## config.mk

```make
export PLATFORM = sky130hd
export DESIGN_NAME = rmat_edge_quadrant_walk
export DESIGN_NICKNAME = d
export VERILOG_FILES = /design/src/hw/rtl/rmat_eqw_pkg.sv /design/src/hw/rtl/rmat_eqw_jitter.sv /design/src/hw/rtl/rmat_eqw_norm.sv /design/src/hw/rtl/rmat_edge_quadrant_walk.sv
export VERILOG_INCLUDE_DIRS = /design/src /design/src/hw/rtl
export SDC_FILE = /design/constraint.sdc
export NUM_CORES = 2
export LEC_CHECK = 0
export BUFFER_PORTS_ARGS = -buffer_cell sky130_fd_sc_hd__buf_2
export CAP_MARGIN = 20
export CORE_MARGIN = 8
export CORE_UTILIZATION = 30
export CTS_CLUSTER_DIAMETER = 200
export DETAILED_ROUTE_END_ITERATION = 16
export PLACE_DENSITY = 0.53
export SYNTH_ARGS = -nofsm -noshare
export SYNTH_HDL_FRONTEND = slang
export SYNTH_SLANG_ARGS = --single-unit
```

## constraint.sdc

```tcl
create_clock -name clk -period 7.2 [get_ports clk]
set_input_delay 1.8 -clock clk [delete_from_list [all_inputs] [get_ports clk]]
set_output_delay 1.8 -clock clk [all_outputs]
set_load 0.02 [all_outputs]
```

## src/hw/rtl/rmat_edge_quadrant_walk_macros.svh

```systemverilog
// Assertion macros for the R-MAT edge quadrant walk
`ifndef RMAT_EDGE_QUADRANT_WALK_MACROS_SVH
`define RMAT_EDGE_QUADRANT_WALK_MACROS_SVH
`ifndef NO_ASSERTIONS
// Checked while out of reset
`define RMAT_ASSERT(lbl, clk, rst_n, prop, msg) \
	lbl: assert property (@(posedge clk) disable iff (!(rst_n)) prop) else $error(msg);
// Checked at every edge, reset included
`define RMAT_ASSERT_ALWAYS(lbl, clk, prop, msg) \
	lbl: assert property (@(posedge clk) prop) else $error(msg);
`else
`define RMAT_ASSERT(lbl, clk, rst_n, prop, msg)
`define RMAT_ASSERT_ALWAYS(lbl, clk, prop, msg)
`endif
`endif

```

## src/hw/rtl/rmat_eqw_pkg.sv

```systemverilog
// Shared types and constants of the R-MAT edge quadrant walk
`default_nettype none
package rmat_eqw_pkg;
	localparam int PROB_W  = 17;               // Q1.16 probability
	localparam int FRAC_W  = 16;               // Q0.16 random fraction
	localparam int SCALE_W = 6;                // level count and level register
	localparam int VERT_W  = 32;               // vertex index
	localparam int JIT_W   = 18;               // jittered probability
	localparam int SUM_W   = 20;               // sum of four jittered probabilities
	localparam int MULT_W  = 20;               // 9.5 * 2^16 + jitter
	localparam int PROD_W  = PROB_W + MULT_W;  // full jitter product
	localparam int CFG_IDX_W = 3;

	localparam logic [MULT_W-1:0] JIT_BASE = 20'd622592;
	localparam logic [PROB_W-1:0] ONE_Q16  = 17'd65536;

	// Register indexes
	localparam logic [CFG_IDX_W-1:0] CFG_PROB_A       = 3'd0;
	localparam logic [CFG_IDX_W-1:0] CFG_PROB_B       = 3'd1;
	localparam logic [CFG_IDX_W-1:0] CFG_PROB_C       = 3'd2;
	localparam logic [CFG_IDX_W-1:0] CFG_PROB_D       = 3'd3;
	localparam logic [CFG_IDX_W-1:0] CFG_SCALE_LEVELS = 3'd4;

	// Register reset values
	localparam logic [PROB_W-1:0]  PROB_A_RST = 17'd36045;
	localparam logic [PROB_W-1:0]  PROB_B_RST = 17'd6554;
	localparam logic [PROB_W-1:0]  PROB_C_RST = 17'd6554;
	localparam logic [PROB_W-1:0]  PROB_D_RST = 17'd16384;
	localparam logic [SCALE_W-1:0] LEVELS_RST = 6'd20;

	typedef struct packed {
		logic [FRAC_W-1:0] rand_pick;
		logic [FRAC_W-1:0] rand_jitter_a;
		logic [FRAC_W-1:0] rand_jitter_b;
		logic [FRAC_W-1:0] rand_jitter_c;
		logic [FRAC_W-1:0] rand_jitter_d;
	} in_item_t;

	typedef struct packed {
		logic [VERT_W-1:0] src_vertex;
		logic [VERT_W-1:0] dst_vertex;
	} out_item_t;

	typedef enum logic [1:0] {JIT_IDLE, JIT_MUL, JIT_ADJ, JIT_DIV} jit_state_t;
	typedef enum logic {NRM_IDLE, NRM_DIV} nrm_state_t;
	typedef enum logic [1:0] {ST_IDLE, ST_JITTER, ST_SUM, ST_NORM} walk_state_t;
endpackage
`default_nettype wire

```

## src/hw/rtl/rmat_eqw_jitter.sv

```systemverilog
// Bit-serial jitter lane: round((x * (622592 + j)) / 655360)
`default_nettype none
module rmat_eqw_jitter (
	input  logic                              clk,
	input  logic                              arst_n,
	input  logic                              start,
	input  logic [rmat_eqw_pkg::PROB_W-1:0]   prob,
	input  logic [rmat_eqw_pkg::FRAC_W-1:0]   jit,
	output logic                              done,
	output logic [rmat_eqw_pkg::JIT_W-1:0]    result
);
	import rmat_eqw_pkg::*;

	localparam int CNT_W = 5;
	localparam int HI_W  = PROD_W - FRAC_W;   // product over 2^16
	localparam logic [CNT_W-1:0] MUL_LAST = CNT_W'(MULT_W - 1);
	localparam logic [CNT_W-1:0] DIV_LAST = CNT_W'(JIT_W - 1);
	localparam logic [4:0]       TEN      = 5'd10;
	localparam logic [HI_W-1:0]  HALF_TEN = HI_W'(5);

	jit_state_t        state_q, state_d;
	logic [CNT_W-1:0]  cnt_q;
	logic              done_q;
	logic [PROB_W-1:0] x_q;
	logic [PROD_W-1:0] prod_q;
	logic [JIT_W-1:0]  quo_q;
	logic [3:0]        rem_q;

	logic [PROB_W:0]   part_sum;
	logic [HI_W-1:0]   scaled;
	logic [4:0]        trial;
	logic [4:0]        trial_sub;
	logic              trial_ge;

	// Shift-add step, divide-by-ten step
	assign part_sum  = {1'b0, prod_q[PROD_W-1:MULT_W]} + (prod_q[0] ? {1'b0, x_q} : '0);
	assign scaled    = prod_q[PROD_W-1:FRAC_W] + HALF_TEN;
	assign trial     = {rem_q, quo_q[JIT_W-1]};
	assign trial_ge  = (trial >= TEN);
	assign trial_sub = trial - TEN;

	// Next state
	always_comb begin
		state_d = state_q;
		unique case (state_q)
			JIT_IDLE: if (start) state_d = JIT_MUL;
			JIT_MUL:  if (cnt_q == MUL_LAST) state_d = JIT_ADJ;
			JIT_ADJ:  state_d = JIT_DIV;
			JIT_DIV:  if (cnt_q == DIV_LAST) state_d = JIT_IDLE;
			default:  state_d = JIT_IDLE;
		endcase
	end

	// Control registers
	always_ff @(posedge clk or negedge arst_n) begin
		if (!arst_n) begin
			state_q <= JIT_IDLE;
			cnt_q   <= '0;
			done_q  <= 1'b0;
		end else begin
			state_q <= state_d;
			done_q  <= (state_q == JIT_DIV) && (cnt_q == DIV_LAST);
			if ((state_q == JIT_MUL && cnt_q != MUL_LAST) ||
			    (state_q == JIT_DIV && cnt_q != DIV_LAST))
				cnt_q <= cnt_q + CNT_W'(1);
			else
				cnt_q <= '0;
		end
	end

	// Datapath: multiplier bits shift out at the bottom, quotient bits shift in
	always_ff @(posedge clk) begin
		case (state_q)
			JIT_IDLE: begin
				if (start) begin
					x_q    <= prob;
					prod_q <= {{PROB_W{1'b0}}, JIT_BASE + {{(MULT_W-FRAC_W){1'b0}}, jit}};
				end
			end
			JIT_MUL: begin
				prod_q <= {part_sum, prod_q[MULT_W-1:1]};
			end
			JIT_ADJ: begin
				// High bits are below ten, so the quotient fits JIT_W bits
				quo_q <= scaled[JIT_W-1:0];
				rem_q <= {1'b0, scaled[HI_W-1:JIT_W]};
			end
			JIT_DIV: begin
				quo_q <= {quo_q[JIT_W-2:0], trial_ge};
				rem_q <= trial_ge ? trial_sub[3:0] : trial[3:0];
			end
			default: ;
		endcase
	end

	assign done   = done_q;
	assign result = quo_q;
endmodule
`default_nettype wire

```

## src/hw/rtl/rmat_eqw_norm.sv

```systemverilog
// Bit-serial normalizer: round(num * 65536 / den), restoring division
`default_nettype none
module rmat_eqw_norm (
	input  logic                              clk,
	input  logic                              arst_n,
	input  logic                              start,
	input  logic [rmat_eqw_pkg::JIT_W-1:0]    num,
	input  logic [rmat_eqw_pkg::SUM_W-1:0]    den,
	output logic                              done,
	output logic [rmat_eqw_pkg::PROB_W-1:0]   quo
);
	import rmat_eqw_pkg::*;

	localparam int CNT_W = 5;
	localparam int NUM_W = JIT_W + FRAC_W;
	localparam logic [CNT_W-1:0] LAST = CNT_W'(PROB_W - 1);

	nrm_state_t        state_q, state_d;
	logic [CNT_W-1:0]  cnt_q;
	logic              done_q;
	logic [SUM_W-1:0]  den_q;
	logic [SUM_W-1:0]  rem_q;
	logic [PROB_W-1:0] quo_q;

	logic [NUM_W-1:0]  dividend;
	logic [SUM_W:0]    trial;
	logic [SUM_W:0]    trial_sub;
	logic              trial_ge;

	// Numerator with half the divisor added for rounding
	assign dividend  = {num, {FRAC_W{1'b0}}} + NUM_W'(den[SUM_W-1:1]);
	assign trial     = {rem_q, quo_q[PROB_W-1]};
	assign trial_ge  = (trial >= {1'b0, den_q});
	assign trial_sub = trial - {1'b0, den_q};

	// Next state
	always_comb begin
		state_d = state_q;
		unique case (state_q)
			NRM_IDLE: if (start) state_d = NRM_DIV;
			NRM_DIV:  if (cnt_q == LAST) state_d = NRM_IDLE;
			default:  state_d = NRM_IDLE;
		endcase
	end

	// Control registers
	always_ff @(posedge clk or negedge arst_n) begin
		if (!arst_n) begin
			state_q <= NRM_IDLE;
			cnt_q   <= '0;
			done_q  <= 1'b0;
		end else begin
			state_q <= state_d;
			done_q  <= (state_q == NRM_DIV) && (cnt_q == LAST);
			if (state_q == NRM_DIV && cnt_q != LAST)
				cnt_q <= cnt_q + CNT_W'(1);
			else
				cnt_q <= '0;
		end
	end

	// Quotient stays below 2^17, so the top dividend bits start as remainder
	always_ff @(posedge clk) begin
		if (state_q == NRM_IDLE) begin
			if (start) begin
				den_q <= den;
				rem_q <= SUM_W'(dividend[NUM_W-1:PROB_W]);
				quo_q <= dividend[PROB_W-1:0];
			end
		end else begin
			quo_q <= {quo_q[PROB_W-2:0], trial_ge};
			rem_q <= trial_ge ? trial_sub[SUM_W-1:0] : trial[SUM_W-1:0];
		end
	end

	assign done = done_q;
	assign quo  = quo_q;
endmodule
`default_nettype wire

```

## src/hw/rtl/rmat_edge_quadrant_walk.sv

```systemverilog
// R-MAT edge quadrant walk: top level with control, config and output register
//
// Usage: each input transaction carries one level's random fractions (pick and
// four jitters). The pick selects a quadrant and sets one row and one column bit,
// most significant first. After scale_levels transactions one output transaction
// carries the finished edge (src_vertex, dst_vertex).
// Non-final level: four bit-serial jitter lanes run 20 multiply steps, one
// rounding step and 18 divide-by-ten steps; the jittered values are summed,
// and three serial normalizers run 17 steps. Input waits until this is done.
// Final level: no arithmetic runs; the edge appears on out_valid the next cycle.
// The output register holds the edge while out_stall is high; meanwhile new
// levels of the next edge are still taken, only its final level waits.
// Config writes are always ready; probability writes take effect at the next
// edge start, a level count write at once.
// Reset clears the level count and the edge bits, restores the register
// defaults and leaves no result pending.
`include "rmat_edge_quadrant_walk_macros.svh"
`default_nettype none
module rmat_edge_quadrant_walk #(
	parameter int MAX_SCALE = 32
) (
	input  logic                                clk,
	input  logic                                arst_n,
	input  logic                                in_valid,
	output logic                                in_stall,
	input  rmat_eqw_pkg::in_item_t              in_data,
	output logic                                out_valid,
	input  logic                                out_stall,
	output rmat_eqw_pkg::out_item_t             out_data,
	input  logic                                cfg_valid,
	output logic                                cfg_ready,
	input  logic [rmat_eqw_pkg::CFG_IDX_W-1:0]  cfg_index,
	input  logic [rmat_eqw_pkg::PROB_W-1:0]     cfg_data
);
	import rmat_eqw_pkg::*;

	localparam int RW = (MAX_SCALE > VERT_W) ? MAX_SCALE : VERT_W;

	walk_state_t        state_q, state_d;
	logic [PROB_W-1:0]  prob_q [4];
	logic [SCALE_W-1:0] levels_cfg_q;
	logic [PROB_W-1:0]  cur_q [4];
	logic [SCALE_W-1:0] lvl_q;
	logic [RW-1:0]      row_q;
	logic [RW-1:0]      col_q;
	logic [SUM_W-1:0]   sum_q;
	logic               out_valid_q;
	out_item_t          out_q;

	logic [SCALE_W-1:0] levels;
	logic               last_now;
	logic [SCALE_W-1:0] pos;
	logic               accept;
	logic               jit_start;
	logic [PROB_W-1:0]  op [4];
	logic [FRAC_W-1:0]  jit_in [4];
	logic [3:0]         jit_done;
	logic [JIT_W-1:0]   jit_res [4];
	logic [2:0]         nrm_done;
	logic [PROB_W-1:0]  nrm_res [3];
	logic [PROB_W-1:0]  new_abc [3];
	logic [PROB_W+1:0]  abc_sum;
	logic [PROB_W-1:0]  new_d;
	logic [PROB_W:0]    sum_ab;
	logic [PROB_W+1:0]  sum_abc;
	logic [FRAC_W-1:0]  pick;
	logic               set_row;
	logic               set_col;
	logic [RW-1:0]      mask;
	logic [RW-1:0]      row_new;
	logic [RW-1:0]      col_new;

	// Level count clamped to 1..MAX_SCALE
	always_comb begin
		if (levels_cfg_q == '0)
			levels = SCALE_W'(1);
		else if (levels_cfg_q > SCALE_W'(MAX_SCALE))
			levels = SCALE_W'(MAX_SCALE);
		else
			levels = levels_cfg_q;
	end

	assign last_now = ({1'b0, lvl_q} + (SCALE_W+1)'(1)) >= {1'b0, levels};
	assign pos      = last_now ? '0 : (levels - lvl_q - SCALE_W'(1));

	// Input handshake: busy while the arithmetic runs, final level waits on output
	assign in_stall  = (state_q != ST_IDLE) | (out_valid_q & out_stall & last_now);
	assign accept    = in_valid & ~in_stall;
	assign jit_start = accept & ~last_now;
	assign cfg_ready = 1'b1;

	// Edge start takes the configured probabilities
	always_comb begin
		for (int i = 0; i < 4; i++)
			op[i] = (lvl_q == '0) ? prob_q[i] : cur_q[i];
	end

	assign jit_in[0] = in_data.rand_jitter_a;
	assign jit_in[1] = in_data.rand_jitter_b;
	assign jit_in[2] = in_data.rand_jitter_c;
	assign jit_in[3] = in_data.rand_jitter_d;

	// Quadrant pick
	assign pick    = in_data.rand_pick;
	assign sum_ab  = {1'b0, op[0]} + {1'b0, op[1]};
	assign sum_abc = {1'b0, sum_ab} + {2'b0, op[2]};
	assign set_row = {2'b0, pick} > sum_ab;
	assign set_col = ({2'b0, pick} > {1'b0, op[0]}) &&
	                 (({2'b0, pick} <= sum_ab) || ({3'b0, pick} > sum_abc));
	assign mask    = RW'(1) << pos;
	assign row_new = ((lvl_q == '0) ? '0 : row_q) | (set_row ? mask : '0);
	assign col_new = ((lvl_q == '0) ? '0 : col_q) | (set_col ? mask : '0);

	// Jitter lanes
	for (genvar g = 0; g < 4; g++) begin : g_jit
		rmat_eqw_jitter u_jit (
			.clk    (clk),
			.arst_n (arst_n),
			.start  (jit_start),
			.prob   (op[g]),
			.jit    (jit_in[g]),
			.done   (jit_done[g]),
			.result (jit_res[g])
		);
	end

	// Normalizers for A, B and C
	for (genvar g = 0; g < 3; g++) begin : g_nrm
		rmat_eqw_norm u_nrm (
			.clk    (clk),
			.arst_n (arst_n),
			.start  (state_q == ST_SUM),
			.num    (jit_res[g]),
			.den    (sum_q),
			.done   (nrm_done[g]),
			.quo    (nrm_res[g])
		);
	end

	// New probabilities; an all-zero sum gives A = B = C = 0
	always_comb begin
		for (int i = 0; i < 3; i++)
			new_abc[i] = (sum_q == '0) ? '0 : nrm_res[i];
		abc_sum = {2'b0, new_abc[0]} + {2'b0, new_abc[1]} + {2'b0, new_abc[2]};
		if (abc_sum >= (PROB_W+2)'(ONE_Q16))
			new_d = '0;
		else
			new_d = PROB_W'((PROB_W+2)'(ONE_Q16) - abc_sum);
	end

	// Next state
	always_comb begin
		state_d = state_q;
		unique case (state_q)
			ST_IDLE:   if (jit_start) state_d = ST_JITTER;
			ST_JITTER: if (jit_done[0]) state_d = ST_SUM;
			ST_SUM:    state_d = ST_NORM;
			ST_NORM:   if (nrm_done[0]) state_d = ST_IDLE;
			default:   state_d = ST_IDLE;
		endcase
	end

	// Walk state, config and probabilities
	always_ff @(posedge clk or negedge arst_n) begin
		if (!arst_n) begin
			state_q      <= ST_IDLE;
			prob_q[0]    <= PROB_A_RST;
			prob_q[1]    <= PROB_B_RST;
			prob_q[2]    <= PROB_C_RST;
			prob_q[3]    <= PROB_D_RST;
			levels_cfg_q <= LEVELS_RST;
			cur_q[0]     <= PROB_A_RST;
			cur_q[1]     <= PROB_B_RST;
			cur_q[2]     <= PROB_C_RST;
			cur_q[3]     <= PROB_D_RST;
			lvl_q        <= '0;
			row_q        <= '0;
			col_q        <= '0;
			out_valid_q  <= 1'b0;
		end else begin
			state_q <= state_d;

			if (cfg_valid) begin
				unique case (cfg_index)
					CFG_PROB_A:       prob_q[0]    <= cfg_data;
					CFG_PROB_B:       prob_q[1]    <= cfg_data;
					CFG_PROB_C:       prob_q[2]    <= cfg_data;
					CFG_PROB_D:       prob_q[3]    <= cfg_data;
					CFG_SCALE_LEVELS: levels_cfg_q <= cfg_data[SCALE_W-1:0];
					default: ;
				endcase
			end

			if (accept) begin
				if (last_now) begin
					lvl_q <= '0;
					row_q <= '0;
					col_q <= '0;
				end else begin
					lvl_q <= lvl_q + SCALE_W'(1);
					row_q <= row_new;
					col_q <= col_new;
				end
			end

			if (state_q == ST_NORM && nrm_done[0]) begin
				cur_q[0] <= new_abc[0];
				cur_q[1] <= new_abc[1];
				cur_q[2] <= new_abc[2];
				cur_q[3] <= new_d;
			end

			if (accept && last_now)
				out_valid_q <= 1'b1;
			else if (!out_stall)
				out_valid_q <= 1'b0;
		end
	end

	// Payload registers
	always_ff @(posedge clk) begin
		if (state_q == ST_JITTER && jit_done[0])
			sum_q <= SUM_W'(jit_res[0]) + SUM_W'(jit_res[1]) +
			         SUM_W'(jit_res[2]) + SUM_W'(jit_res[3]);
		if (accept && last_now) begin
			out_q.src_vertex <= row_new[VERT_W-1:0];
			out_q.dst_vertex <= col_new[VERT_W-1:0];
		end
	end

	assign out_valid = out_valid_q;
	assign out_data  = out_q;

	// Checks
	`RMAT_ASSERT(a_jit_lockstep, clk, arst_n, (jit_done == 4'b0000) || (jit_done == 4'b1111), "jitter lanes out of step")
	`RMAT_ASSERT(a_nrm_lockstep, clk, arst_n, (nrm_done == 3'b000) || (nrm_done == 3'b111), "normalizers out of step")
	`RMAT_ASSERT(a_no_overwrite, clk, arst_n, (out_valid_q && out_stall && accept) |-> !last_now, "pending edge overwritten")
	`RMAT_ASSERT_ALWAYS(a_reset_quiet, clk, !arst_n |-> (!out_valid && !in_stall), "activity during reset")
endmodule
`default_nettype wire
```

==> impl_metrics.csv <==
group,metric,value,unit
run_status,run_status,"completed",
cts,insertion_delay,690,ps
cells_and_area,utilization,34.8,%
synthesis,muxShareOfSynthArea,6.89,%
cells_and_area,drive_above_1_share,16.8,%
grt,grt_pass1_wl,213000,um
grt,grt_usage,15.8,%
timing,hold_viol,0,
place,dp_hpwl,105000,um
synthesis,seq_area_frac_synth,48.9,%
cts,cts.clk_slew.worst_paths,60,ps
cts,ctsHoldBuffers,0,
synthesis,synth_xor_xnor_area_share,5.32,%
place,place_inst,6624,
grt,grt_antenna_before_repair,19,
drt,routedWlPerCell,20.8,um
critical_path,critPathSlowestCell,"or4b_4",
synthesis,synth.top_cell.area_share,35.0,%
hold_path,hp-class,"register to register",
synthesis,synth_common_cells,"edfxtp_1, nand2_1, ha_1, nor2_1",
synthesis,synth_nets,4925,
synthesis,syn_inst,4438,
cts,cts_tree,"built",
cts,cts-root-buf,"clkbuf_16",
cells_and_area,nets,5156,
cts,clockBufferDepth,3,
synthesis,synth-adder-area-share,11.0,%
floorplanning,core_area,0.159,mm^2
drt,dr.pass1.iters,5,
critical_path,path_max_fanout,8,
cts,h-tree-depth,3,
synthesis,synth_largest_area_cell,"edfxtp_1",
synthesis,yosys-top-cells-area,"edfxtp_1, dfrtp_1, ha_1",
floorplanning,start_util,30.2,%
timing,fin_worst_skew,21.5,ps
critical_path,r2r_setup_slack,270,ps
synthesis,synthSimpleGateAreaFrac,13.9,%
place,io_buffers,170,
synthesis,synth_compound_area_share,10.9,%
drt,vias,34100,
critical_path,r2r_cells,33,
grt,grt_max_degree,99,
floorplanning,chipHeight,416,um
hold_path,holdPathStages,2,
cts,cts_made_buffers,96,
timing,timing.final.setup_violations,0,
timing,slew-limit-headroom,28.6,%
critical_path,crit_path_start_kind,"register",
critical_path,worstSetupPathType,"register to register",
grt,gr-total-overflow,0,
timing,slew_viol_final,0,
synthesis,synth_seq_cells,822,
grt,grt_pass1_vias,33800,
place,routabilityCongestion,0.873,
synthesis,yosysMostFrequentCell,"edfxtp_1",
floorplanning,rows,146,
synthesis,avgSynthCellArea,10.8,um^2
drt,first_iter_violations,2340,
critical_path,crit_path_end_kind,"register",
drt,drc,0,
floorplanning,ios,172,
cells_and_area,nFillCells,15900,
drt,viasPerCell,5.00,
timing,finalCritPeriodShare,96.2,%
floorplanning,dieArea,0.173,mm^2
cts,cts_sinks,822,
critical_path,worstPathRequired,7750,ps
critical_path,slowest_delay,490,ps
timing,finalCriticalPeriod,6930,ps
synthesis,yosys_most_used_dff,"edfxtp_1",
timing,tightest_slew,1070,ps
timing,fmax,0.144,GHz
floorplanning,die_w,416,um
synthesis,synth_top_family_by_area,"simple AND/OR/NAND/NOR gates",
synthesis,yosysUniqueCellTypes,79,
cells_and_area,instances_no_fill,6825,
cells_and_area,area_growth,15.1,%
critical_path,worst_ep_arrival_time,7470,ps
flow_run,drv_cap,0,
synthesis,synthesis.area,0.0479,mm^2
synthesis,synth_edf_count,559,
synthesis,async_reset_ff_share,32.0,%
synthesis,ys_warn_count,0,
drt,routed_wirelength,142000,um
drt,drtAntennaViolNets,0,
[placed cells by master (no fill, tap or decap), types with 21 or more instances in the layout]
cell type,instances
ha_1,312
dfrtp_1,212
clkbuf_1,27
a211oi_1,28
o21a_1,36
and2_1,142
o21ai_0,195
nor3_1,71
clkbuf_16,98
xor2_1,142
nor2_1,271
dfstp_2,48
mux2i_1,60
nand2_1,550
and3_1,44
nand4_1,44
buf_4,89
mux2_2,237
xnor2_1,147
edfxtp_1,559
inv_1,234
nand2b_1,36
a21o_1,69
nand3_1,107
a21oi_1,182
nor2b_1,58
o21ai_1,119
buf_2,169
fa_1,67
a21boi_0,21
[final timing paths]
path / startpoint / to
setup / recovery: lvl_q[0]$_DFFE_PN0P_ / out_data[4]$_DFFE_PP_
hold reg to reg: col_q[7]$_DFFE_PN0P_ / col_q[7]$_DFFE_PN0P_
max in group asynchronous: arst_n / g_nrm[2].u_nrm.state_q$_DFF_PN0_
min in group asynchronous: arst_n / col_q[19]$_DFFE_PN0P_
setup reg to reg: lvl_q[0]$_DFFE_PN0P_ / out_data[4]$_DFFE_PP_
hold / removal: col_q[7]$_DFFE_PN0P_ / col_q[7]$_DFFE_PN0P_
[per-stage QoR]
step | setup TNS, ps | setup slack, ps | cell area (um^2) | hold slack (ps)
finish | 0 | 273 | 55200 | 482
global route | -972 | -77.9 | 55200 | 500
CTS | 0 | 57.5 | 54700 | 487
detailed placement | -354 | -57.6 | 51600 | 475
global placement | 0 | 100 | 51600 | 466
floorplan | 0 | 302 | 47900 | 448
[state kept, by name (all words and copies together), names as in the netlist, 6 cells and up]
signal               count
g_nrm.u_nrm.cnt_q       15
g_nrm.u_nrm.quo         51
g_jit.u_jit.prod_q     148
row_q                   32
g_jit.u_jit.cnt_q       20
sum_q                   20
cur_q                   68
g_jit.u_jit.state_q      8
g_nrm.u_nrm.den_q       60
out_data                64
col_q                   32
g_jit.u_jit.x_q         68
g_nrm.u_nrm.rem_q       60
prob_q                  68
g_jit.u_jit.rem_q       16
levels_cfg_q             6
lvl_q                    6
g_jit.u_jit.result      72
[timing repair]
item	4_1_cts	5_1_grt
setup buffers	0	12
resized for setup	2	46
cloned	0	5
endpoints found under the setup margin	27	64
pin swaps	0	25
[cell type report]
| class | count | area, um^2 | area share (%) |
|---|---|---|---|
| clock inverters | 45 | 460 | 0.835 |
| repair buffers | 268 | 1700 | 3.08 |
| well taps | 2072 | 2590 | 4.70 |
| diodes | 3 | 7.51 | 0.0136 |
| inverters | 237 | 890 | 1.61 |
| clock buffers | 134 | 2670 | 4.83 |
| multi-input cells | 3244 | 23400 | 42.4 |
| flip-flops and latches | 822 | 23400 | 42.5 |
[cells by family after synthesis]
| family | count (synthesis) |
|---|---|
| compound gates | 844 |
| xor+xnor | 291 |
| fa+ha+maj | 383 |
| buf+inv | 376 |
| flops | 822 |
| mux | 300 |
| other cells | 1 |
| simple gates | 1421 |
[critical path, delay by kind of cell (launching register included)]
kind / cells / cell delay, ps
buf+inv: 3 / 340
simple gates: 11 / 1940
xor+xnor: 2 / 400
fa+ha+maj: 4 / 990
compound gates: 12 / 2420
flops: 1 / 400
mux: 1 / 280
[per-layer routing]
metal	global-route usage (%)	wire length, um	up-vias
li1	-	-	16400
met1	21.2	64100	16800
met2	26.3	67300	790
met3	1.95	5840	222
met4	5.36	4640	0
met5	0	0	-
Power is not shown: default switching activity piles up to over one toggle a cycle in this logic, so the estimate is an artifact.
